==> src/ssd_pkg.sv <==
`timescale 1ns / 1ps
package ssd_pkg;

  typedef enum logic [1:0] {
    BK_IDLE,
    BK_FETCH,
    BK_DRAIN,
    BK_DONE
  } bk_state_t;

  // register indexes on the configuration port
  localparam logic [1:0] REG_KERNEL    = 2'd0;
  localparam logic [1:0] REG_DISPARITY = 2'd1;
  localparam logic [1:0] REG_WIDTH     = 2'd2;
  localparam logic [1:0] REG_HEIGHT    = 2'd3;

  localparam int CENTER_W = 11;
  localparam int DISP_W   = 6;
  localparam int COST_W   = 27;
  localparam int PIX_W    = 8;
  // line store row slot, enough for up to 64 rows
  localparam int SLOT_W   = 6;

  // one window job handed from front to back
  typedef struct packed {
    logic [CENTER_W-1:0] row;
    logic [CENTER_W-1:0] col;
    logic [SLOT_W-1:0]   slot;
  } job_t;

endpackage

==> src/ssd_front.sv <==
`timescale 1ns / 1ps
module ssd_front #(
  parameter int MAX_KERNEL = 33,
  parameter int MAX_WIDTH  = 2048,
  parameter int MAX_HEIGHT = 2048,
  parameter int ROW_W      = 11,
  parameter int POS_W      = 13
) (
  input  logic                          clk,
  input  logic                          rst,
  input  logic                          accept,
  input  logic                          frame_start,
  input  logic [12:0]                   w_eff,
  input  logic [12:0]                   h_eff,
  input  logic [6:0]                    half2,
  input  logic [8:0]                    nd_eff,
  input  logic [5:0]                    half,
  output logic [ssd_pkg::SLOT_W-1:0]    wr_slot,
  output logic [POS_W-1:0]              wr_col,
  output logic                          job_valid,
  output ssd_pkg::job_t                 job
);
  localparam int SLOT_W = ssd_pkg::SLOT_W;

  logic [POS_W-1:0] row_cnt, col_cnt, row_next, col_next;
  logic [POS_W-1:0] rr, cc;
  logic [POS_W+1:0] need_col, cent_col;
  // store row slot tracks the row counter modulo MAX_KERNEL
  logic [SLOT_W-1:0] slot_cnt, slot_next, ss;

  always_comb begin
    rr = frame_start ? '0 : row_cnt;
    cc = frame_start ? '0 : col_cnt;
    ss = frame_start ? '0 : slot_cnt;
    if ({2'b0, cc} >= {2'b0, w_eff} && POS_W >= 13) begin
      cc = '0;
      rr = rr + 1'b1;
      ss = (ss == SLOT_W'(MAX_KERNEL - 1)) ? '0 : ss + 1'b1;
    end
    if ({2'b0, rr} >= {2'b0, h_eff}) begin
      rr = '0;
      ss = '0;
    end
    need_col = {2'b0, 6'b0, half2} + {6'b0, nd_eff} - 1'b1;
    cent_col = {2'b0, cc} - {9'b0, half} - {6'b0, nd_eff} + 1'b1;
    job_valid = ({2'b0, rr} >= {2'b0, 6'b0, half2})
              && ({2'b0, cc} >= need_col)
              && ({2'b0, cc} + 2'd2 <= {2'b0, w_eff});
    job.row = ROW_W'(rr - POS_W'(half));
    job.col = ROW_W'(cent_col);
    // slot of the top window row, wrapping below slot zero
    if ({1'b0, ss} >= half2) begin
      job.slot = SLOT_W'({1'b0, ss} - half2);
    end else begin
      job.slot = SLOT_W'({1'b0, ss} + 7'(MAX_KERNEL) - half2);
    end
    col_next = cc + 1'b1;
    row_next = rr;
    slot_next = ss;
    if ({2'b0, col_next} >= {2'b0, w_eff}) begin
      col_next = '0;
      row_next = rr + 1'b1;
      slot_next = (ss == SLOT_W'(MAX_KERNEL - 1)) ? '0 : ss + 1'b1;
      if ({2'b0, row_next} >= {2'b0, h_eff}) begin
        row_next = '0;
        slot_next = '0;
      end
    end
  end

  assign wr_slot = ss;
  assign wr_col  = cc;

  always_ff @(posedge clk) begin
    if (rst) begin
      row_cnt  <= '0;
      col_cnt  <= '0;
      slot_cnt <= '0;
    end else if (accept) begin
      row_cnt  <= row_next;
      col_cnt  <= col_next;
      slot_cnt <= slot_next;
    end
  end
endmodule

==> config.mk <==
export PLATFORM = sky130hd
export DESIGN_NAME = ssd_front
export DESIGN_NICKNAME = d
export VERILOG_FILES = /design/src/ssd_pkg.sv /design/src/ssd_front.sv
export SDC_FILE = /design/constraint.sdc
export NUM_CORES = 1
export LEC_CHECK = 0
export ABC_AREA = 1
export BUFFER_PORTS_ARGS = -buffer_cell sky130_fd_sc_hd__buf_2
export CORE_AREA = 2 2 156 97
export DETAILED_ROUTE_END_ITERATION = 12
export DIE_AREA = 0 0 158 99
export MAX_ROUTING_LAYER = met4
export PLACE_DENSITY = 0.78
export SLEW_MARGIN = 20
export SYNTH_ARGS = -nofsm -noshare
export SYNTH_HDL_FRONTEND = slang
export SYNTH_SLANG_ARGS = --single-unit
==> constraint.sdc <==
create_clock -name clk -period 8.6 [get_ports clk]
set_input_delay 2.15 -clock clk [delete_from_list [all_inputs] [get_ports clk]]
set_output_delay 2.15 -clock clk [all_outputs]
set_load 0.02 [all_outputs]
==> results.yml, run 1 <==
power_and_ir_drop:
  switchingPower_w: 0.000316
  clock_power_share_pct: 26.7
  p_leak_nw: 5.73
  p_int_w: 0.000415
  pwr-share-seq_pct: 20.8
  combinationalPowerShare_pct: 52.4
  swShare_pct: 43.2
  p_per_area_mw_per_mm2: 66.2
  peakVddDrop_uv: 61.2
critical_path:
  slowest_stage: "ha_2"
  slowest_delay_ns: 0.28
  cp-end-kind: "primary output"
  critPathRequiredTime_ns: 6.45
  critPathArrivalTime_ns: 6.76
  crit_type: "input pin to primary output"
  crit-reg2reg-capture: "row_cnt[1]"
  r2r_start: "col_cnt[5]"
  reg2reg_depth: 44
  rrSetupSlack_ns: 1.96
  crit_fanout: 7
  start_kind: "input pin"
floorplan:
  core_mm2: 0.0142
  io_pins: 100
  rows: 34
  initial_core_util_pct: 53.8
  dieArea_mm2: 0.0156
  die_w_um: 158
  die_h_um: 99
detailed_routing:
  drtIter0Drc: 1173
  drt-total-wl_um: 32600
  drcViolationCount: 0
  wire_per_inst_um: 19.9
  num_vias: 9746
  dr.pass1.iters: 8
  final_antenna_net_count: 0
  viasPerCell: 5.94
global_routing:
  track_usage_pct: 37.0
  antenna_found_initial: 0
  grt_pass1_vias: 8668
  grt_pass1_wl_um: 44200
  grt_max_degree: 33
  grt-ovfl-total: 0
placed_design:
  gp_congestion: 1.00
  portBuffers: 99
  dp_hpwl_um: 21600
  placed_cells_incl_taps: 1586
yosys:
  synth_nets: 1389
  synthFlopType: "dfxtp_1"
  ys_ff_latch: 32
  synth.distinct_cells: 54
  synth_cells: 1173
  synth_top_family_by_area: "simple AND/OR/NAND/NOR gates"
  yosys_warnings: 0
  synthArstFlopShare_pct: 0
  synth-simple-area-share_pct: 33.2
  syn_area_mm2: 0.00764
  seq_area_frac_synth_pct: 8.39
  synthAdderAreaFrac_pct: 28.0
  synth_compound_area_share_pct: 11.1
  synth_edf_count: 0
  synth_area_per_cell_um2: 6.51
  synth_xor_area_share_pct: 6.63
  synth_mux_area_share_pct: 0.147
run_status:
  status: "finished with violations"
  violations: "setup timing"
timing:
  period_needed_ns: 8.91
  setup_ws_ns: -0.310
  tns_ns: -2.69
  slew_violations: 0
  finClkSkew_ns: 0.0119
  max_slew_margin_pct: 44.8
  finalSetupViolCount: 14
  finalHoldViolations: 0
  rsz0062_at_grt: "yes"
  finalCritPeriodShare_pct: 104
  worstMarginPinSlew_ns: 0.822
  max_freq_mhz: 112
clock_tree:
  h-tree-depth: 2
  clkLatencyLatePin_ns: 0.31
  path_clk_slew_ns: 0.07
  numClockSinks: 32
  cts_buffers: 5
  cts_buffer_depth: 2
  cts_root_buffer: "clkbuf_16"
  cts_tree: "built"
min_path:
  hp-start: "col_cnt[4]"
  hold_depth: 2
  hold_path_end: "col_cnt[4]"
  hp-class: "flop to flop"
job:
  maxCapViolations: 0
cells_and_area:
  n_antenna_cell: 0
  fin_cells: 1641
  syn2layout_area_growth_pct: 44.4
  drive_above_1_share_pct: 36.7
  final_nets: 1658
  utilization_pct: 77.6
-- timing repair --
| action | 4_1_cts | 5_1_grt |
|---|---|---|
| gates cloned | 2 | 0 |
| pin swaps | 44 | 63 |
| resized for setup | 102 | 112 |
| endpoints found under the hold margin | 0 | 0 |
| endpoints found under the setup margin | 14 | 19 |
| hold buffers | 0 | 0 |
| setup buffers | 22 | 23 |
-- worst max-delay path, delay by kind of cell --
kind | cells | cell delay [ns]
compound gates | 9 | 1.33
fa+ha+maj | 3 | 0.72
simple gates | 9 | 1.19
xor+xnor | 1 | 0.20
buf+inv | 9 | 1.15
-- cell usage in the layout (no fill, tap or decap), types with 6 or more instances in the layout --
| cell type | Yosys | layout |
|---|---|---|
| nand2_1 | 262 | 229 |
| inv_1 | 209 | 193 |
| buf_4 | 2 | 169 |
| ha_1 | 152 | 114 |
| buf_2 | 4 | 84 |
| a21oi_1 | 88 | 74 |
| nand3_1 | 79 | 64 |
| nor2_1 | 63 | 44 |
| xor2_1 | 45 | 42 |
| ha_4 | 0 | 34 |
| nand2_2 | 10 | 33 |
| dfxtp_1 | 32 | 32 |
| nor2_4 | 12 | 28 |
| nor2_2 | 23 | 26 |
| nand4_1 | 25 | 25 |
| inv_2 | 11 | 21 |
| nand3_2 | 8 | 21 |
| o21ai_0 | 32 | 20 |
| buf_6 | 2 | 17 |
| nand2_4 | 2 | 12 |
| xnor2_1 | 11 | 10 |
| a21oi_2 | 1 | 9 |
| nor3_1 | 12 | 9 |
| o21ai_1 | 6 | 9 |
| o21ai_2 | 2 | 8 |
| fa_1 | 12 | 8 |
| and2_1 | 8 | 6 |
| a21oi_4 | 0 | 6 |
| a22oi_1 | 6 | 6 |
| buf_12 | 1 | 6 |
-- through the flow --
step | total power, W | cell area [µm²] | hold slack (ns) | worst slack [ns]
floorplan | 0.000352 | 7940 | 0.445 | -0.226
detailed placement | 0.000457 | 9560 | 0.459 | -0.614
finish | 0.000730 | 11000 | 0.469 | -0.310
CTS | 0.000664 | 10300 | 0.470 | -0.0594
global placement | 0.000447 | 9560 | 0.455 | -0.527
global route | 0.000761 | 11000 | 0.483 | -0.458
-- worst max path at each step --
stage	start	to	slack, ns
after floorplan	frame_start	job[4]	-0.23
after global placement	frame_start	job_valid	-0.53
after detailed placement	frame_start	job_valid	-0.61
after CTS	frame_start	job_valid	-0.06
after global routing	frame_start	job[2]	-0.46
final	frame_start	job[2]	-0.31
-- state kept, by name (all words and copies together), names as in the netlist --
register / count
col_cnt: 13
row_cnt: 13
slot_cnt: 6
-- cells in the mapped netlist, types with 3 or more instances --
library cell / number / area share (%)
o21bai_1: 5 / 0.49
nor2_4: 12 / 1.8
nand3_1: 79 / 5.2
fa_1: 12 / 3.1
nor3_1: 12 / 0.79
a22oi_1: 6 / 0.59
xor2_1: 45 / 5.2
a21oi_1: 88 / 5.8
nand3b_1: 3 / 0.29
ha_1: 152 / 25
inv_1: 209 / 10
o21ai_1: 6 / 0.39
xnor2_1: 11 / 1.3
and2_1: 8 / 0.66
clkbuf_1: 7 / 0.34
nor2_2: 23 / 1.9
a31oi_1: 4 / 0.33
inv_2: 11 / 0.54
nand2_1: 262 / 13
o21ai_0: 32 / 2.1
nand2_2: 10 / 0.82
o211ai_1: 3 / 0.29
nor2_1: 63 / 3.1
dfxtp_1: 32 / 8.4
nand4_1: 25 / 2.0
buf_2: 4 / 0.26
nor3b_1: 3 / 0.29
nand3_2: 8 / 1.0
or2_2: 3 / 0.25
-- layout make-up --
cell class	instances	area (µm²)
clock buffer	5	125
multi-input combinational	902	7080
sequential	32	641
tap	198	248
clock inverter	3	23.8
fill	931	3180
inverter	222	857
timing repair buffer	279	2060
-- power groups by stage --
stage	logic (W)	registers (W)	clock network [W]
after global routing	0.000408	0.000152	0.000200
after floorplan	0.000198	0.000155	0
after detailed placement	0.000302	0.000155	0
after global placement	0.000292	0.000155	0
after CTS	0.000321	0.000152	0.000191
final	0.000383	0.000152	0.000195
-- per-layer routing --
metal	routed length (µm)	vias up	track usage (%)
met1	12500	4351	50.4
met5	0	-	-
met4	2060	0	9.91
met3	4320	223	8.40
met2	13700	840	55.1
li1	-	4332	-
-- cell families (layout without fill, tap and decap cells) --
logic type	Yosys count	count (layout)
AO/OA/AOI/OAI	155	155
XOR/XNOR	57	57
adder cells (fa/ha/maj)	164	164
buffers and inverters	239	509
flip-flops	32	32
multiplexers	1	1
AND/OR/NAND/NOR	525	525
Power figures use the tool's default switching activity.
==> run 2, diff against run 1 <==
- CORE_AREA: 2 2 156 97 -> 2 2 194 120
- DIE_AREA: 0 0 158 99 -> 0 0 196 122
- PLACE_DENSITY: 0.78 -> unset
==> results.yml, run 2 (same netlist as run 1, synthesis figures left out) <==
run_status:
  status: "finished with violations"
  violations: "setup timing"
detailed_routing:
  dr.pass1.iters: 5
  drt-total-wl_um: 29700
  wire_per_inst_um: 16.5
  final_antenna_net_count: 0
  drtIter0Drc: 625
  viasPerCell: 5.00
  drcViolationCount: 0
  num_vias: 8996
clock_tree:
  cts_hold_buf: 0
  numClockSinks: 32
  cts_tree: "built"
  cts_root_buffer: "clkbuf_16"
  clkLatencyLatePin_ns: 0.29
  cts_buffers: 5
  h-tree-depth: 2
  cts_buffer_depth: 2
  path_clk_slew_ns: 0.06
cells_and_area:
  final_nets: 1723
  fin_area_mm2: 0.0118
  utilization_pct: 52.5
  reg.largest.list: "col_cnt (13), row_cnt (13), slot_cnt (6)"
  drive_above_1_share_pct: 40.1
  n_antenna_cell: 0
  syn2layout_area_growth_pct: 53.9
  layout_common_cells: "226 x nand2_1, 226 x buf_4, 191 x inv_1"
power_and_ir_drop:
  p_leak_nw: 6.06
  swShare_pct: 40.8
  p_per_area_mw_per_mm2: 61.8
  finalPower_w: 0.000726
  p_int_w: 0.000430
  clock_power_share_pct: 26.8
  combinationalPowerShare_pct: 52.2
  pwr-share-seq_pct: 21.0
  peakVddDrop_uv: 57.0
  switchingPower_w: 0.000297
critical_path:
  crit_path_frequent_cell: "nor2_4"
  r2r_start: "col_cnt[5]"
  startpoint: "frame_start"
  crit_fanout: 7
  critPathRequiredTime_ns: 6.45
  path_buf_inv: 8
  crit_family: "simple AND/OR/NAND/NOR gates"
  slowest_stage: "ha_4"
  slowest_delay_ns: 0.26
  cp-end-kind: "primary output"
  crit_type: "input pin to primary output"
  start_kind: "input pin"
  critPathArrivalTime_ns: 6.65
global_routing:
  busiest_layer: "met1"
  gr-usage-met2_pct: 36.5
  globalRouteMet1Util_pct: 36.8
  grt_pass1_vias: 8504
  antenna_found_initial: 0
  grt_pass1_wl_um: 46000
  grt-ovfl-total: 0
  grt_max_degree: 33
  use_met3_pct: 4.51
  track_usage_pct: 25.3
floorplan:
  dieArea_mm2: 0.0239
  rows: 43
  die_w_um: 196
  initial_core_util_pct: 34.1
  io_pins: 100
  core_mm2: 0.0224
  die_h_um: 122
job:
  maxCapViolations: 0
timing:
  setup_ws_ns: -0.196
  worstMarginPinSlew_ns: 0.799
  finalCritPeriodShare_pct: 102
  rsz0062_at_grt: "yes"
  period_needed_ns: 8.80
  finalHoldViolations: 0
  finalSetupViolCount: 7
  finClkSkew_ns: 0.00673
  tns_ns: -1.16
  max_freq_mhz: 114
  max_slew_margin_pct: 46.4
  slew_violations: 0
min_path:
  hp-start: "slot_cnt[5]"
  hp-class: "flop to flop"
placed_design:
  dp_hpwl_um: 23100
  gp_congestion: 0.952
  portBuffers: 99
  postPlaceCellArea_mm2: 0.00980
  dp_slack_ns: -0.607
-- run 2: cell type report --
cell class                 count  area (µm²)
clock inverter                 2        15.0
timing repair buffer         343        2580
inverter                     222         855
sequential                    32         641
multi-input combinational    903        7160
clock buffer                   6         139
fill                        2078       10600
tap                          292         365
-- run 2: power by group through the flow --
stage	Combinational (W)	Sequential, W	Clock, W
after floorplan	0.000198	0.000155	0
after global placement	0.000308	0.000155	0
after detailed placement	0.000312	0.000155	0
after CTS	0.000345	0.000152	0.000195
after global routing	0.000418	0.000152	0.000202
final	0.000379	0.000152	0.000195
-- run 2: metrics by stage --
| stage | cells | hold slack [ns] |
|---|---|---|
| after floorplan | 1173 | 0.445 |
| after CTS | 1785 | 0.469 |
| final | 1800 | 0.470 |
| after global routing | 1800 | 0.496 |
| after detailed placement | 1699 | 0.459 |
| after global placement | 1699 | 0.452 |
-- run 2: final timing paths --
check,to,slack (ns),cells past startpoint
max,job_valid,-0.20,35
min,slot_cnt[5],0.47,2
max reg2reg,row_cnt[1],1.82,53
min reg2reg,slot_cnt[5],0.47,2
-- run 2: layer usage --
metal  up-vias  part of all wire [%]
met3        34                   8.4
met1      4141                    50
met2       359                    40
li1       4462                     -
met4         0                   1.6
met5         -                     0
-- run 2: timing repair --
action / CTS / global route
setup endpoints to repair: 15 / 38
cloned: 3 / 0
buffers inserted: 76 / 20
resized for setup: 129 / 110
pin swaps: 64 / 80
-- run 2: worst reg2reg max path, delay by kind of cell, from the launching register on --
| family | cells | cell delay [ns] |
|---|---|---|
| AO/OA/AOI/OAI | 1 | 0.08 |
| adder cells (fa/ha/maj) | 2 | 0.56 |
| buffers and inverters | 27 | 3.22 |
| flip-flops | 1 | 0.33 |
| AND/OR/NAND/NOR | 23 | 2.47 |
