==> src/ssd_pkg.sv <==
`timescale 1ns / 1ps
package ssd_pkg;

  typedef enum logic [1:0] {
    BK_IDLE,
    BK_FETCH,
    BK_DRAIN,
    BK_DONE
  } bk_state_t;

  // register indexes on the configuration port
  localparam logic [1:0] REG_KERNEL    = 2'd0;
  localparam logic [1:0] REG_DISPARITY = 2'd1;
  localparam logic [1:0] REG_WIDTH     = 2'd2;
  localparam logic [1:0] REG_HEIGHT    = 2'd3;

  localparam int CENTER_W = 11;
  localparam int DISP_W   = 6;
  localparam int COST_W   = 27;
  localparam int PIX_W    = 8;
  // line store row slot, enough for up to 64 rows
  localparam int SLOT_W   = 6;

  // one window job handed from front to back
  typedef struct packed {
    logic [CENTER_W-1:0] row;
    logic [CENTER_W-1:0] col;
    logic [SLOT_W-1:0]   slot;
  } job_t;

endpackage

==> src/ssd_back.sv <==
`timescale 1ns / 1ps
module ssd_back #(
  parameter int MAX_KERNEL = 33,
  parameter int MAX_WIDTH  = 2048,
  parameter int ADDR_W     = 17
) (
  input  logic                           clk,
  input  logic                           rst,
  input  logic                           job_valid,
  input  ssd_pkg::job_t                  job,
  output logic                           job_ready,
  input  logic [5:0]                     half,
  input  logic [8:0]                     nd_eff,
  output logic [ADDR_W-1:0]              raddr_l,
  output logic [ADDR_W-1:0]              raddr_r,
  input  logic [ssd_pkg::PIX_W-1:0]      rdata_l,
  input  logic [ssd_pkg::PIX_W-1:0]      rdata_r,
  output logic                           rd_busy,
  output logic                           res_valid,
  input  logic                           res_ready,
  output logic [ssd_pkg::CENTER_W-1:0]   res_row,
  output logic [ssd_pkg::CENTER_W-1:0]   res_col,
  output logic [ssd_pkg::DISP_W-1:0]     res_disp,
  output logic [ssd_pkg::COST_W-1:0]     res_cost
);
  localparam int SLOT_W = ssd_pkg::SLOT_W;
  localparam int COL_W  = $clog2(MAX_WIDTH);

  ssd_pkg::bk_state_t state, state_next;
  ssd_pkg::job_t cur;
  logic [8:0] d_idx;
  logic [6:0] u_idx, v_idx;
  logic [6:0] span;
  logic       last_uv, last_d;
  logic       p1_valid, p1_last_uv, p1_last_d;
  logic       p2_valid, p2_last_uv, p2_last_d;
  logic       p3_valid, p3_last_uv, p3_last_d;
  logic [8:0] p1_d, p2_d;
  logic [7:0] adiff;
  logic [15:0] sq;
  logic [31:0] acc;
  logic [31:0] best;
  logic [8:0]  best_d;
  logic        have;
  logic [SLOT_W-1:0] slot;
  logic [12:0] x;
  logic [13:0] xr;
  logic        issue;

  assign span = {half, 1'b0};
  assign last_uv = (u_idx == span) && (v_idx == span);
  assign last_d  = (d_idx == nd_eff - 1'b1);
  assign issue   = (state == ssd_pkg::BK_FETCH);

  always_comb begin
    x = {2'b0, cur.col} - {7'b0, half} + {6'b0, u_idx};
    xr = {1'b0, x} + {5'b0, d_idx};
    raddr_l = ADDR_W'({slot, x[COL_W-1:0]});
    raddr_r = ADDR_W'({slot, xr[COL_W-1:0]});
  end

  always_comb begin
    state_next = state;
    unique case (state)
      ssd_pkg::BK_IDLE:  if (job_valid) state_next = ssd_pkg::BK_FETCH;
      ssd_pkg::BK_FETCH: if (last_uv && last_d) state_next = ssd_pkg::BK_DRAIN;
      ssd_pkg::BK_DRAIN: if (p3_valid && p3_last_uv && p3_last_d)
                           state_next = ssd_pkg::BK_DONE;
      ssd_pkg::BK_DONE:  if (!res_valid || res_ready) state_next = ssd_pkg::BK_IDLE;
      default:           state_next = ssd_pkg::BK_IDLE;
    endcase
  end

  always_comb begin
    job_ready = (state == ssd_pkg::BK_IDLE);
    rd_busy   = (state != ssd_pkg::BK_IDLE);
  end

  assign adiff = (rdata_l >= rdata_r) ? rdata_l - rdata_r : rdata_r - rdata_l;

  always_ff @(posedge clk) begin
    if (rst) begin
      state <= ssd_pkg::BK_IDLE;
      p1_valid <= 1'b0;
      p2_valid <= 1'b0;
      p3_valid <= 1'b0;
      res_valid <= 1'b0;
    end else begin
      state <= state_next;
      p1_valid <= issue;
      p2_valid <= p1_valid;
      p3_valid <= p2_valid;
      if (res_valid && res_ready) begin
        res_valid <= 1'b0;
      end
      if (state == ssd_pkg::BK_DONE && (!res_valid || res_ready)) begin
        res_valid <= 1'b1;
      end
    end
  end

  always_ff @(posedge clk) begin
    if (state == ssd_pkg::BK_IDLE) begin
      cur <= job;
      slot <= job.slot;
      u_idx <= '0;
      v_idx <= '0;
      d_idx <= '0;
      have <= 1'b0;
      acc <= '0;
    end else if (issue) begin
      if (u_idx == span) begin
        u_idx <= '0;
        if (v_idx == span) begin
          v_idx <= '0;
          d_idx <= d_idx + 1'b1;
          slot  <= cur.slot;
        end else begin
          v_idx <= v_idx + 1'b1;
          slot  <= (slot == SLOT_W'(MAX_KERNEL - 1)) ? '0 : slot + 1'b1;
        end
      end else begin
        u_idx <= u_idx + 1'b1;
      end
    end
    // read data arrives in the cycle after its address
    p1_last_uv <= last_uv;
    p1_last_d  <= last_d;
    p1_d       <= d_idx;
    p2_last_uv <= p1_last_uv;
    p2_last_d  <= p1_last_d;
    p2_d       <= p1_d;
    sq         <= 16'(adiff) * 16'(adiff);
    p3_last_uv <= p2_last_uv;
    p3_last_d  <= p2_last_d;
    // square of the sample is in sq while its flags sit in the second stage
    if (p2_valid) begin
      if (p2_last_uv) begin
        acc <= '0;
        if (!have || (acc + {16'b0, sq}) < best) begin
          best   <= acc + {16'b0, sq};
          best_d <= p2_d;
          have   <= 1'b1;
        end
      end else begin
        acc <= acc + {16'b0, sq};
      end
    end
    if (state == ssd_pkg::BK_DONE && (!res_valid || res_ready)) begin
      res_row  <= cur.row;
      res_col  <= cur.col;
      res_disp <= ssd_pkg::DISP_W'(best_d);
      res_cost <= ssd_pkg::COST_W'(best);
    end
  end

  // pipeline guard: no sample should be summed outside a window job
  a_p3_busy: assert property (@(posedge clk) disable iff (rst)
    p3_valid |-> (state == ssd_pkg::BK_DRAIN || state == ssd_pkg::BK_FETCH))
    else $error("sum stage active while idle");
  a_job_hold: assert property (@(posedge clk) disable iff (rst)
    (state == ssd_pkg::BK_FETCH) |=> $stable(cur))
    else $error("job changed mid window");
  a_done: assert property (@(posedge clk) disable iff (rst)
    (state == ssd_pkg::BK_DONE && !res_valid) |=> res_valid)
    else $error("result not posted");
endmodule

==> config.mk <==
export PLATFORM = sky130hd
export DESIGN_NAME = ssd_back
export DESIGN_NICKNAME = d
export VERILOG_FILES = /design/src/ssd_pkg.sv /design/src/ssd_back.sv
export SDC_FILE = /design/constraint.sdc
export NUM_CORES = 1
export LEC_CHECK = 0
export ABC_AREA = 1
export BUFFER_PORTS_ARGS = -buffer_cell sky130_fd_sc_hd__buf_4
export CORE_MARGIN = 2
export CORE_UTILIZATION = 60
export DETAILED_ROUTE_END_ITERATION = 8
export PLACE_DENSITY = 0.79
export SYNTH_ARGS = -nofsm -noshare
export SYNTH_HDL_FRONTEND = slang
export SYNTH_SLANG_ARGS = --single-unit
==> constraint.sdc <==
create_clock -name clk -period 10.5 [get_ports clk]
set_input_delay 0 -clock clk [delete_from_list [all_inputs] [get_ports clk]]
set_output_delay 0 -clock clk [all_outputs]
set_load 0.02 [all_outputs]
==> impl_summary.txt, run 1 <==
----------------------------------------------------
[Layout]
  Layout cells sized above 1 ... 15.1%
  Nets ... 1857
  Fin area ... 15900 sq um
  Number of filler instances in the final layout ... roughly 1600
  Synthesis-to-finish area growth ... 18.7%
  Final Util ... between 70 and 80%
  Non-Filler Instances ... slightly below 2000

[Clock network]
  Clock-pin slew on the worst setup and hold paths ... around 70 ps
  Number of clock sinks ... 222
  Buffer depth of the longest clock path ... 3
  Num CTS Buffers ... 23
  Depth of the CTS H-tree ... 1
  Clock tree from TritonCTS ... yes
  Clock latency reported for the late side of the worst-skew pair ... around 520 ps
  Clock tree root driver cell ... clkbuf_16

[Placed design]
  Placed Cells ... between 1500 and 2000
  Post-place setup slack ... roughly 5000 ps
  I/O Buffers ... 154
  Standard cell area after detailed placement ... between 10000 and 15000 sq um
  Post-DP HPWL ... 20800 microns
  Routability congestion estimate ... 0.912

[Outcome]
  Outcome ... finished clean

[Power]
  Total chip power ... between 5 and 6 mW
  Power density of the placed cells ... 340 nW/um^2
  Standby leakage power ... roughly 7.5 nW
  VDD IR max ... between 0.0003 and 0.0004 V

[Drt]
  Routed vias ... 10300
  Routed Wire Length ... ~29000 microns
  Drt pass-1 iters ... 6
  Antenna-violating nets left ... 0
  Drt via density ... between 5 and 6
  Post-detailed-route wirelength per cell ... 14.8 microns
  Number of design rule violations left after detail routing ... 0
  Number of violations reported at the end of detailed-routing iteration 0 ... just over 500

[Synth]
  Netlist area before placement ... ~13000 sq um
  Synth cell types ... 54
  Proportion of netlist area held by the largest area contributor ... 35.7%
  Post-synthesis cell count ... ~1400
  EDFF count, synth ... approximately 160
  Synthesized-area fraction occupied by adder cells ... around 17%
  Library cell with the largest summed area after synthesis ... edfxtp_1
  Most used standard cells in the synthesized netlist ... inv_1, nand2_1, edfxtp_1
  Synth warnings ... 0
  Post-Synthesis Net Count ... ~1700
  Mean instance size in the synthesized netlist ... ~9.3 sq um
  Synth Area in Compound Gates ... 7.38%
  Combinational family with the most area after synthesis ... simple AND/OR/NAND/NOR gates
  Multiplexer share of the synthesized area ... 0%
  Seq/Total Area, Yosys ... a little under half
  Register bit count reported by yosys ... 222
  Synth async-reset ratio ... 0%
  Synth Flop Type ... edfxtp_1
  Most used standard cell by instance count after synthesis ... inv_1
  Simple-gate area share of the yosys netlist ... 17.4%
  Leading cell types by total area after synthesis ... edfxtp_1, ha_1, dfxtp_1, inv_1, nand2_1
  Xor and xnor area share after synthesis ... between 5 and 6%

[Critical path]
  Maximum net fanout on the critical path ... 9
  Reg-to-reg slack, setup ... 6290 ps
  Kind of end point of the critical path ... flop
  Critical path data arrival time ... approximately 5800 ps
  End of the worst register-to-register path ... best[30]$_DFFE_PP_
  Logic depth of the worst register-to-register path ... 23
  Data required time at the worst endpoint ... between 10000 and 15000 ps
  Reg2Reg Launch Point ... acc[2]$_SDFFCE_PP0P_
  Critical path endpoint ... sq[13]$_DFF_P_
  WS Path Type ... input port to flop
  Critical path startpoint category ... input port
  Worst setup startpoint ... rdata_r[0]

[Global route]
  Met3 usage ... 3.35%
  Global Route met1 Usage ... 30.5%
  Aggregate global-route resource usage ... 24.3%
  Pin count of the biggest net entering global routing ... 56
  Via count of the first global-routing pass ... a little over 10000
  Most congested layer reported by global routing ... met2
  Number of antenna violations at the first check in global routing ... 0
  Met2 Track Usage GR ... between 40% and 50%
  Total overflow reported by the global router ... 0
  Global-route wire length before repair ... 47100 microns

[STA]
  Worst hold slack across all endpoints ... 26.1 ps
  Slew at the pin with the worst max-slew slack ... around 1100 ps
  Crit path setup slack, layout ... approximately 5000 ps
  Setup TNS ... 0 ps
  Peak Freq ... 0.183 GHz
  Final Hold Vio Count ... 0
  Worst slew slack as a fraction of its limit ... 27.7%
  Portion of the clock cycle consumed by the worst path in the final layout ... 51.9%
  Worst clock skew ... about 10 ps
  Final setup vio count ... 0
  Max-slew violation total from the final report ... 0
  RSZ-0062 raised after global routing ... no
  Minimum clock period after layout ... roughly 5500 ps

[Floorplan]
  Die Y ... ~150 microns
  Standard cell core area ... ~22000 sq um
  Top-level I/O count ... about 160
  Die Footprint ... approximately 24000 sq um
  Rows ... 54
  Die span in x ... 153 microns
  Effective utilization at floorplan ... around three fifths

[Worst hold path]
  Class of the most critical hold timing path ... input port to flop

[Run]
  Maximum Capacitance Violations ... 0

----------------------------------------------------
==> worst min-delay path by stage <==
stage          startpoint                     end  depth (start not counted)  slack [ps]
4_1_cts           half[2]      p1_last_uv$_DFF_P_                          5           3
3_5_place_dp       job[7]        cur[7]$_DFFE_PP_                          1         180
5_1_grt           half[2]      p1_last_uv$_DFF_P_                          5          30
3_3_place_gp      job[15]       cur[15]$_DFFE_PP_                          1         180
2_1_floorplan         rst  res_valid$_SDFFE_PP0P_                          1          70
6_report          half[2]      p1_last_uv$_DFF_P_                          5          30
==> layout make-up <==
class	instances	area, sq um	share of cell area (%)
antenna	1	2.50	0.0158
clock buffer	34	647	4.08
clock inverter	8	82.6	0.520
inverter	274	1030	6.50
multi-input combinational	928	6230	39.3
sequential	222	6040	38.0
tap	280	350	2.21
timing repair buffer	188	1490	9.38
==> worst max-delay path: stages <==
cell and delay [ps]:
dlygate4sd3_1 530, buf_4 110, ha_1 160, inv_1 50, fa_1 410, nand3_1 100, nand3_1 130, nand2_1 150
nand3_4 150, inv_4 130, nand2_1 50, nand2_1 160, inv_2 110, nor2_2 150, inv_1 80, fa_1 510
inv_1 60, fa_1 480, inv_1 60, fa_1 510, fa_1 540, inv_1 40, ha_1 340, a21oi_1 190
o21ai_0 130, a21oi_1 220, o21ai_0 130, xor2_1 160
==> layout by cell type (no fill, tap or decap), drive strengths merged, types with 9 or more instances in the layout <==
cell type	count
inv	276
nand2	244
edfxtp	159
buf	157
nor2	138
ha	123
a21oi	99
dfxtp	63
nand3	62
xor2	60
o21ai	44
fa	34
nor3	34
clkbuf	34
dlygate4sd3	31
xnor2	17
a31oi	9
==> power by group <==
part,internal [mW],switching (mW)
clock,0.455,0.334
combinational,1.24,2.03
sequential,1.24,0.101
==> flip-flops by register name, summed over array words and instances, names as in the netlist, 7 cells and up <==
| signal | cells |
|---|---|
| acc | 32 |
| best | 32 |
| cur | 28 |
| d_idx | 9 |
| res_col | 11 |
| res_cost | 27 |
| res_row | 11 |
| sq | 15 |
| u_idx | 7 |
| v_idx | 7 |
==> cell families after synthesis <==
group	after synthesis
adder cells (fa/ha/maj)	157
AND/OR/NAND/NOR	516
flip-flops	222
buffers and inverters	290
XOR/XNOR	77
AO/OA/AOI/OAI	178
==> timing repair <==
| item | in CTS | in global routing |
|---|---|---|
| endpoints found under the hold margin | 41 | 0 |
| setup buffers | 0 | 0 |
| resized for setup | 0 | 0 |
| hold buffers | 31 | 0 |
==> per-layer routing <==
metal | vias up | routed length (microns)
li1 | 5102 | -
met1 | 4733 | 11800
met2 | 351 | 14000
met3 | 76 | 1840
met4 | 0 | 951
met5 | - | 0
Note: power is estimated with default switching activity, not from simulation.
==> run 2, diff against run 1 <==
ABC_AREA = 0   (was 1)
CORE_UTILIZATION = 59   (was 60)
PLACE_DENSITY = 0.78   (was 0.79)
clock period = 5.7 ns   (was 10.5 ns; I/O delays follow)
==> run 2 against run 1 <==
  * Clock power up 100%
  * Combinational power is 54% higher
  * Power is 67% higher
  * Hold slack improved by 2.3 ps
  * Die area is 1.1% lower
  * Setup slack lost 4700 ps
  * Sequential cell count did not move
  * Design area decreased by 1.2%
  * Critical path type unchanged
  * Highest routed layer unchanged
==> impl_summary.txt, run 2 <==
----------------------------------------------------
[Layout]
  Synthesis-to-finish area growth ... 20.6%
  Fin area ... 15700 sq um (-1.2%)
  Nets ... 1612 (-13%)
  Flip-flop and latch area ... 6040 sq um (unchanged)
  Largest registers ... acc x32, best x32, cur x28
  Number of filler instances in the final layout ... 1506 (-5.5%)
  Antenna diodes ... 0 (-1)
  Most frequent standard cell in the layout excluding fill and tap cells ... buf_4
  Non-Filler Instances ... 1690 (-13%)
  Most used cells in the layout excluding fill and tap cells ... buf_4, edfxtp_1, inv_1
  Area of the multi-input gates ... 6300 sq um (+0.98%)
  Layout cells sized above 1 ... 17.2% (+2.2 points)

[Clock network]
  Buffer depth of the longest clock path ... 3 (unchanged)
  Clock-pin slew on the worst setup and hold paths ... 60 ps (about the same)
  Clock tree from TritonCTS ... yes
  Number of clock sinks ... 222 (unchanged)
  Clock latency reported for the late side of the worst-skew pair ... 510 ps (about the same)
  Clock tree root driver cell ... clkbuf_16
  Num CTS Buffers ... 24 (+4.3%)
  Depth of the CTS H-tree ... 1 (unchanged)
  Setup Fix Bufs, Post-CTS ... 0 (unchanged)

[Floorplan]
  Die span in x ... 152 microns (-0.56%)
  Standard cell core area ... 21800 sq um (-0.31%)
  Rows ... 54 (unchanged)
  Effective utilization at floorplan ... 59.8% (-1.5 points)
  Top-level I/O count ... 155 (unchanged)
  Die Y ... 152 microns (-0.56%)
  Die Footprint ... 23200 sq um (-1.1%)

[Global route]
  Aggregate global-route resource usage ... 22.5% (-1.8 points)
  Number of antenna violations at the first check in global routing ... 0 (unchanged)
  Most congested layer reported by global routing ... met2
  Pin count of the biggest net entering global routing ... 56 (unchanged)
  Global Route met1 Usage ... 28.5% (-2.0 points)
  Met2 Track Usage GR ... 40.0% (-2.4 points)
  Global-route wire length before repair ... 43800 microns (-7.0%)
  Via count of the first global-routing pass ... 9408 (-8.9%)
  Met3 usage ... 3.33% (-0.018 points)
  Total overflow reported by the global router ... 0 (unchanged)

[Synth]
  Register bit count reported by yosys ... 222 (unchanged)
  Synth warnings ... 0 (unchanged)
  Mean instance size in the synthesized netlist ... 11.0 sq um (+18%)
  Seq/Total Area, Yosys ... 46.4% (+1.3 points)
  Leading cell types by total area after synthesis ... edfxtp_1, ha_1, dfxtp_1, fa_1, xnor2_1
  Synth async-reset ratio ... 0% (unchanged)
  EDFF count, synth ... 159 (unchanged)
  Most used standard cell by instance count after synthesis ... edfxtp_1
  Netlist area before placement ... 13000 sq um (-2.8%)
  Proportion of netlist area held by the largest area contributor ... 36.7% (+1.0 points)
  Synth Flop Type ... edfxtp_1
  Most used standard cells in the synthesized netlist ... edfxtp_1, inv_1, ha_1
  Post-Synthesis Net Count ... 1407 (-15%)
  Library cell with the largest summed area after synthesis ... edfxtp_1
  Synth cell types ... 74 (+37%)
  Post-synthesis cell count ... 1187 (-18%)

[Power]
  Internal Pwr Total ... 5.32 mW (+82%)
  Switching Share ... 41.0% (-4.7 points)
  Part of the power in the clock network ... 17.7% (+3.1 points)
  Sw power ... 3.70 mW (+50%)
  Standby leakage power ... 7.02 nW (-6.5%)
  Share of total power in combinational logic ... 55.6% (-5.0 points)
  Total chip power ... 9.02 mW (+67%)
  VDD IR max ... 0.000807 V (+140%)
  Power density of the placed cells ... 575 nW/um^2 (+69%)
  Part of the power in registers ... 26.7% (+1.9 points)

[STA]
  RSZ-0062 raised after global routing ... no
  Minimum clock period after layout ... between 5000 and 6000 ps
  Portion of the clock cycle consumed by the worst path in the final layout ... roughly 95%
  Slew at the pin with the worst max-slew slack ... 1140 ps (+58.3 ps)
  Peak Freq ... about 0.19 GHz
  Final setup vio count ... 0 (unchanged)
  Worst slew slack as a fraction of its limit ... 23.3% (-4.4 points)
  Max-slew violation total from the final report ... 0 (unchanged)
  Final Hold Vio Count ... 0 (unchanged)
  Worst clock skew ... 19.0 ps (+8.83 ps)

[Critical path]
  Critical path startpoint category ... input port
  Critical path data arrival time ... 5760 ps (-80 ps)
  WS Path Type ... input port to flop
  Maximum net fanout on the critical path ... 8 (-1)
  Kind of end point of the critical path ... flop
  Slowest stage cell on the critical path ... fa_1
  Worst stage delay on the critical path ... 520 ps (-20 ps)
  CP dominant cell by count ... inv_1
  Worst setup startpoint ... rdata_l[0]
  Data required time at the worst endpoint ... 6070 ps (-4820 ps)
  Reg2Reg Launch Point ... acc[8]$_SDFFCE_PP0P_

[Placed design]
  I/O Buffers ... 154 (unchanged)
  Standard cell area after detailed placement ... 14500 sq um (-2.0%)
  Post-DP HPWL ... 19100 microns (-8.2%)
  Placed Cells ... 1615 (-13%)
  Routability congestion estimate ... 0.867 (-4.9%)

[Drt]
  Number of violations reported at the end of detailed-routing iteration 0 ... 471 (-8.9%)
  Drt via density ... 5.49 (+3.5%)
  Number of design rule violations left after detail routing ... 0 (unchanged)
  Routed Wire Length ... 26300 microns (-8.1%)
  Routed vias ... 9274 (-9.6%)
  Post-detailed-route wirelength per cell ... 15.6 microns (+5.3%)
  Antenna-violating nets left ... 0 (unchanged)
  Drt pass-1 iters ... 5 (-1)

[Run]
  Maximum Capacitance Violations ... 0 (unchanged)

[Worst hold path]
  Class of the most critical hold timing path ... input port to flop
  Worst hold start ... half[1]

[Outcome]
  Outcome ... finished clean

----------------------------------------------------
run 2: cell count changes after synthesis, sizes merged, moves of 16 or more:
cell   change
a21o      +19
nand3     -36
nor2      -54
inv      -129
nand4     +16
xor2      -22
and2      +22
mux2i     +22
xnor2     +51
a21oi     -52
nand2    -179
run 2: metal layers:
| layer | routed length [microns] | vias up |
|---|---|---|
| li1 | - | 4562 |
| met2 | 13000 | 247 |
| met4 | 690 | 0 |
| met3 | 1180 | 52 |
| met5 | 0 | - |
| met1 | 11500 | 4413 |
run 2: power by group through the flow:
stage | registers (mW) | clock network (mW) | logic (mW)
after floorplan | 2.45 | 0 | 3.56
after global placement | 2.42 | 0 | 4.79
after detailed placement | 2.44 | 0 | 4.95
after CTS | 2.41 | 1.61 | 5.03
after global routing | 2.44 | 1.68 | 5.63
final | 2.41 | 1.59 | 5.02
run 2: worst paths after layout:
check | depth (start not counted) | slack [ps] | endpoint
max | 28 | 310 | sq[15]$_DFF_P_
min | 4 | 30 | p1_last_uv$_DFF_P_
max reg2reg | 16 | 1050 | best[8]$_DFFE_PP_
min reg2reg | 0 | 320 | p2_d[0]$_DFF_P_
run 2: logic make-up (layout without fill, tap and decap cells):
group / after synthesis / count (layout) / share of synthesized area [%]
simple gates: 316 / 316 / 12.2
flops: 222 / 222 / 46.4
compound gates: 190 / 190 / 9.82
buf+inv: 172 / 395 / 5.33
fa+ha+maj: 157 / 157 / 17.1
xor+xnor: 106 / 106 / 7.26
mux: 24 / 24 / 1.87
run 2: area by class of cell:
| type | instances | share of cell area (%) |
|---|---|---|
| clock buffer | 35 | 4.63 |
| sequential | 222 | 38.5 |
| multi-input combinational | 793 | 40.1 |
| clock inverter | 9 | 0.638 |
| inverter | 146 | 3.49 |
| tap | 280 | 2.23 |
| timing repair buffer | 205 | 10.4 |
run 2: through the flow:
step	util [%]	setup slack [ps]	hold slack, ps	TNS (ps)
after global placement	66.8	38.7	178	0
after CTS	72.0	314	6.54	0
after detailed placement	66.8	-204	179	-376
after global routing	72.1	5.06	42.6	0
final	72.1	312	28.4	0
after floorplan	-	96.9	66.7	0
run 2: repair_timing:
action / in CTS / in global routing
resized for setup: 0 / 2
endpoints found under the hold margin: 41 / 0
hold buffers: 31 / 0
endpoints found under the setup margin: 0 / 2
run 2: critical path, delay by kind of cell:
kind / cells / cell delay, ps
XOR/XNOR: 2 / 340
adder cells (fa/ha/maj): 7 / 2480
AO/OA/AOI/OAI: 9 / 1710
AND/OR/NAND/NOR: 3 / 680
buffers and inverters: 7 / 530
==> run 3, diff against run 2 <==
CELL_PAD_IN_SITES_DETAIL_PLACEMENT = 0   (was default)
CELL_PAD_IN_SITES_GLOBAL_PLACEMENT = 1   (was default)
CORE_UTILIZATION = 47   (was 59)
==> run 3 against run 2 <==
  * Critical path depth fell by 2
  * Global-route usage decreased by 4.0 points
  * Design area grew 1.2%
  * Power grew 0.16%
  * Die area increased by 25%
  * First-iteration DRC count down 10%
==> impl_summary.txt, run 3 (synthesis gave the netlist of run 2 again) <==
----------------------------------------------------
[Clock network]
  Depth of the CTS H-tree ... 1 (unchanged)
  Num CTS Buffers ... 25 (+4.2%)
  Clock-pin slew on the worst setup and hold paths ... 60 ps (about the same)
  Clock latency reported for the late side of the worst-skew pair ... 530 ps (+20 ps)
  Setup Fix Bufs, Post-CTS ... 0 (unchanged)
  Clock tree from TritonCTS ... yes
  Number of clock sinks ... 222 (unchanged)
  Clock tree root driver cell ... clkbuf_16
  Buffer depth of the longest clock path ... 3 (unchanged)

[Drt]
  Routed vias ... 8923 (-3.8%)
  Number of violations reported at the end of detailed-routing iteration 0 ... 424 (-10%)
  Drt via density ... 5.07 (-7.6%)
  Number of design rule violations left after detail routing ... 0 (unchanged)
  Routed Wire Length ... 26100 microns (-0.83%)
  Drt pass-1 iters ... 5 (unchanged)
  Post-detailed-route wirelength per cell ... 14.8 microns (-4.8%)
  Antenna-violating nets left ... 0 (unchanged)

[STA]
  Peak Freq ... 0.192 GHz (+3.5%)
  Worst slew slack as a fraction of its limit ... 18.1% (-5.2 points)
  RSZ-0062 raised after global routing ... no
  Worst clock skew ... 17.5 ps (-1.45 ps)
  Minimum clock period after layout ... 5210 ps (-180 ps)
  Portion of the clock cycle consumed by the worst path in the final layout ... 91.4% (-3.2 points)
  Slew at the pin with the worst max-slew slack ... 1220 ps (+76.8 ps)
  Final Hold Vio Count ... 0 (unchanged)
  Max-slew violation total from the final report ... 0 (unchanged)
  Final setup vio count ... 0 (unchanged)

[Placed design]
  Placed Cells ... 1681 (+4.1%)
  I/O Buffers ... 154 (unchanged)
  Routability congestion estimate ... 0.843 (-2.8%)
  Post-DP HPWL ... 19700 microns (+2.7%)

[Global route]
  Global-route wire length before repair ... 43700 microns (-0.22%)
  Pin count of the biggest net entering global routing ... 56 (unchanged)
  Via count of the first global-routing pass ... 8930 (-5.1%)
  Total overflow reported by the global router ... 0 (unchanged)
  Aggregate global-route resource usage ... 18.5% (-4.0 points)
  Number of antenna violations at the first check in global routing ... 0 (unchanged)

[Layout]
  Antenna diodes ... 0 (unchanged)
  Synthesis-to-finish area growth ... 22.0%
  Final Util ... 58.7% (-13 points)
  Layout cells sized above 1 ... 17.5% (+0.31 points)
  Largest registers ... acc x32, best x32, cur x28
  Area of the multi-input gates ... 6290 sq um (about the same)
  Flip-flop and latch area ... 6040 sq um (unchanged)
  Most frequent standard cell in the layout excluding fill and tap cells ... buf_4
  Nets ... 1620 (+0.50%)
  Non-Filler Instances ... 1760 (+4.1%)
  Most used cells in the layout excluding fill and tap cells ... buf_4, edfxtp_1, inv_1
  Number of filler instances in the final layout ... 2331 (+55%)

[Power]
  Internal Pwr Total ... 5.36 mW (+0.69%)
  Share of total power in combinational logic ... 55.1% (-0.5 points)
  Total chip power ... 9.03 mW (+0.16%)
  Standby leakage power ... 7.07 nW (+0.75%)
  Switching Share ... 40.7% (-0.31 points)
  Power density of the placed cells ... 569 nW/um^2 (-0.99%)
  VDD IR max ... 0.000468 V (-42%)
  Part of the power in registers ... 26.6% (about the same)
  Part of the power in the clock network ... 18.3% (+0.6 points)
  Sw power ... 3.68 mW (-0.60%)

[Floorplan]
  Die Y ... 170 microns (+12%)
  Rows ... 60 (+11%)
  Standard cell core area ... 27000 sq um (+24%)
  Top-level I/O count ... 155 (unchanged)
  Effective utilization at floorplan ... 48.1% (-12 points)
  Die span in x ... 170 microns (+12%)
  Die Footprint ... 29000 sq um (+25%)

[Run]
  Maximum Capacitance Violations ... 0 (unchanged)

[Critical path]
  Reg-to-reg slack, setup ... 1040 ps (about the same)
  Critical path startpoint category ... input port
  Reg2Reg Launch Point ... acc[8]$_SDFFCE_PP0P_
  Critical path data arrival time ... 5620 ps (-140 ps)
  WS Path Type ... input port to flop
  Maximum net fanout on the critical path ... 6 (-2)
  End of the worst register-to-register path ... best_d[4]$_DFFE_PP_
  Logic depth of the worst register-to-register path ... 16 (unchanged)
  Data required time at the worst endpoint ... 6110 ps (+40 ps)
  Kind of end point of the critical path ... flop

[Outcome]
  Outcome ... finished clean

[Worst hold path]
  Worst hold start ... nd_eff[7]
  Sink of the worst hold path ... p1_last_d$_DFF_P_
  Class of the most critical hold timing path ... input port to flop
  Hold path depth ... 4 (unchanged)

----------------------------------------------------
## run 3: cell type report
cell class,instances,share of cell area (%)
Timing Repair Buffer,212,10.6
Inverter,146,3.45
Multi-Input combinational cell,793,39.7
Sequential cell,222,38.0
Clock inverter,9,0.434
Clock buffer,37,5.09
Tap cell,341,2.69
## run 3: layer usage
metal | global-route usage (%) | share of wire [%]
met5 | 0 | 0
met4 | 5.20 | 2.5
met3 | 2.56 | 3.4
met2 | 31.2 | 47
met1 | 25.0 | 47
## run 3: worst max-delay path by stage
stage               startpoint             end  slack (ps)  depth (start not counted)
floorplan           rdata_l[0]  sq[15]$_DFF_P_         100                         27
global placement    rdata_l[0]  sq[15]$_DFF_P_           2                         26
detailed placement  rdata_l[0]  sq[15]$_DFF_P_        -110                         25
CTS                 rdata_l[0]  sq[15]$_DFF_P_         460                         25
global route        rdata_r[0]  sq[15]$_DFF_P_         130                         25
finish              rdata_l[0]  sq[15]$_DFF_P_         490                         26
## run 3: repair_timing
| item | 4_1_cts | 5_1_grt |
|---|---|---|
| endpoints found under the setup margin | 0 | 1 |
| resized for setup | 0 | 1 |
| hold endpoints to repair | 43 | 0 |
| hold buffers | 33 | 0 |
## run 3: power groups by stage
stage / sequential (mW) / clock, mW / combinational, mW
5_1_grt: 2.44 / 1.76 / 5.66
3_5_place_dp: 2.43 / 0 / 4.98
4_1_cts: 2.40 / 1.69 / 5.03
2_1_floorplan: 2.45 / 0 / 3.56
6_report: 2.40 / 1.66 / 4.97
3_3_place_gp: 2.43 / 0 / 4.92
## run 3: critical path: stages
cell,delay [ps]
buf_4,110
inv_1,50
ha_1,160
inv_1,60
fa_1,380
a21o_1,180
a21oi_2,180
or3_1,230
a211oi_1,110
or3_1,320
and2_1,180
buf_4,160
nor2_1,130
fa_1,450
fa_1,540
inv_1,50
fa_1,500
fa_1,540
inv_1,40
ha_1,310
o21a_1,180
nor2_1,130
o31ai_1,100
a21oi_1,220
o21ai_0,150
xnor2_1,140
## run 3: per-stage QoR
step / setup TNS (ps) / hold WS, ps / setup WS [ps] / instance area (sq um)
finish: 0 / 21.0 / 492 / 15900
global route: 0 / 54.3 / 125 / 15900
CTS: 0 / 5.39 / 459 / 15900
detailed placement: -156 / 179 / -110 / 14700
global placement: 0 / 179 / 2.40 / 14700
floorplan: 0 / 66.7 / 96.9 / 13000
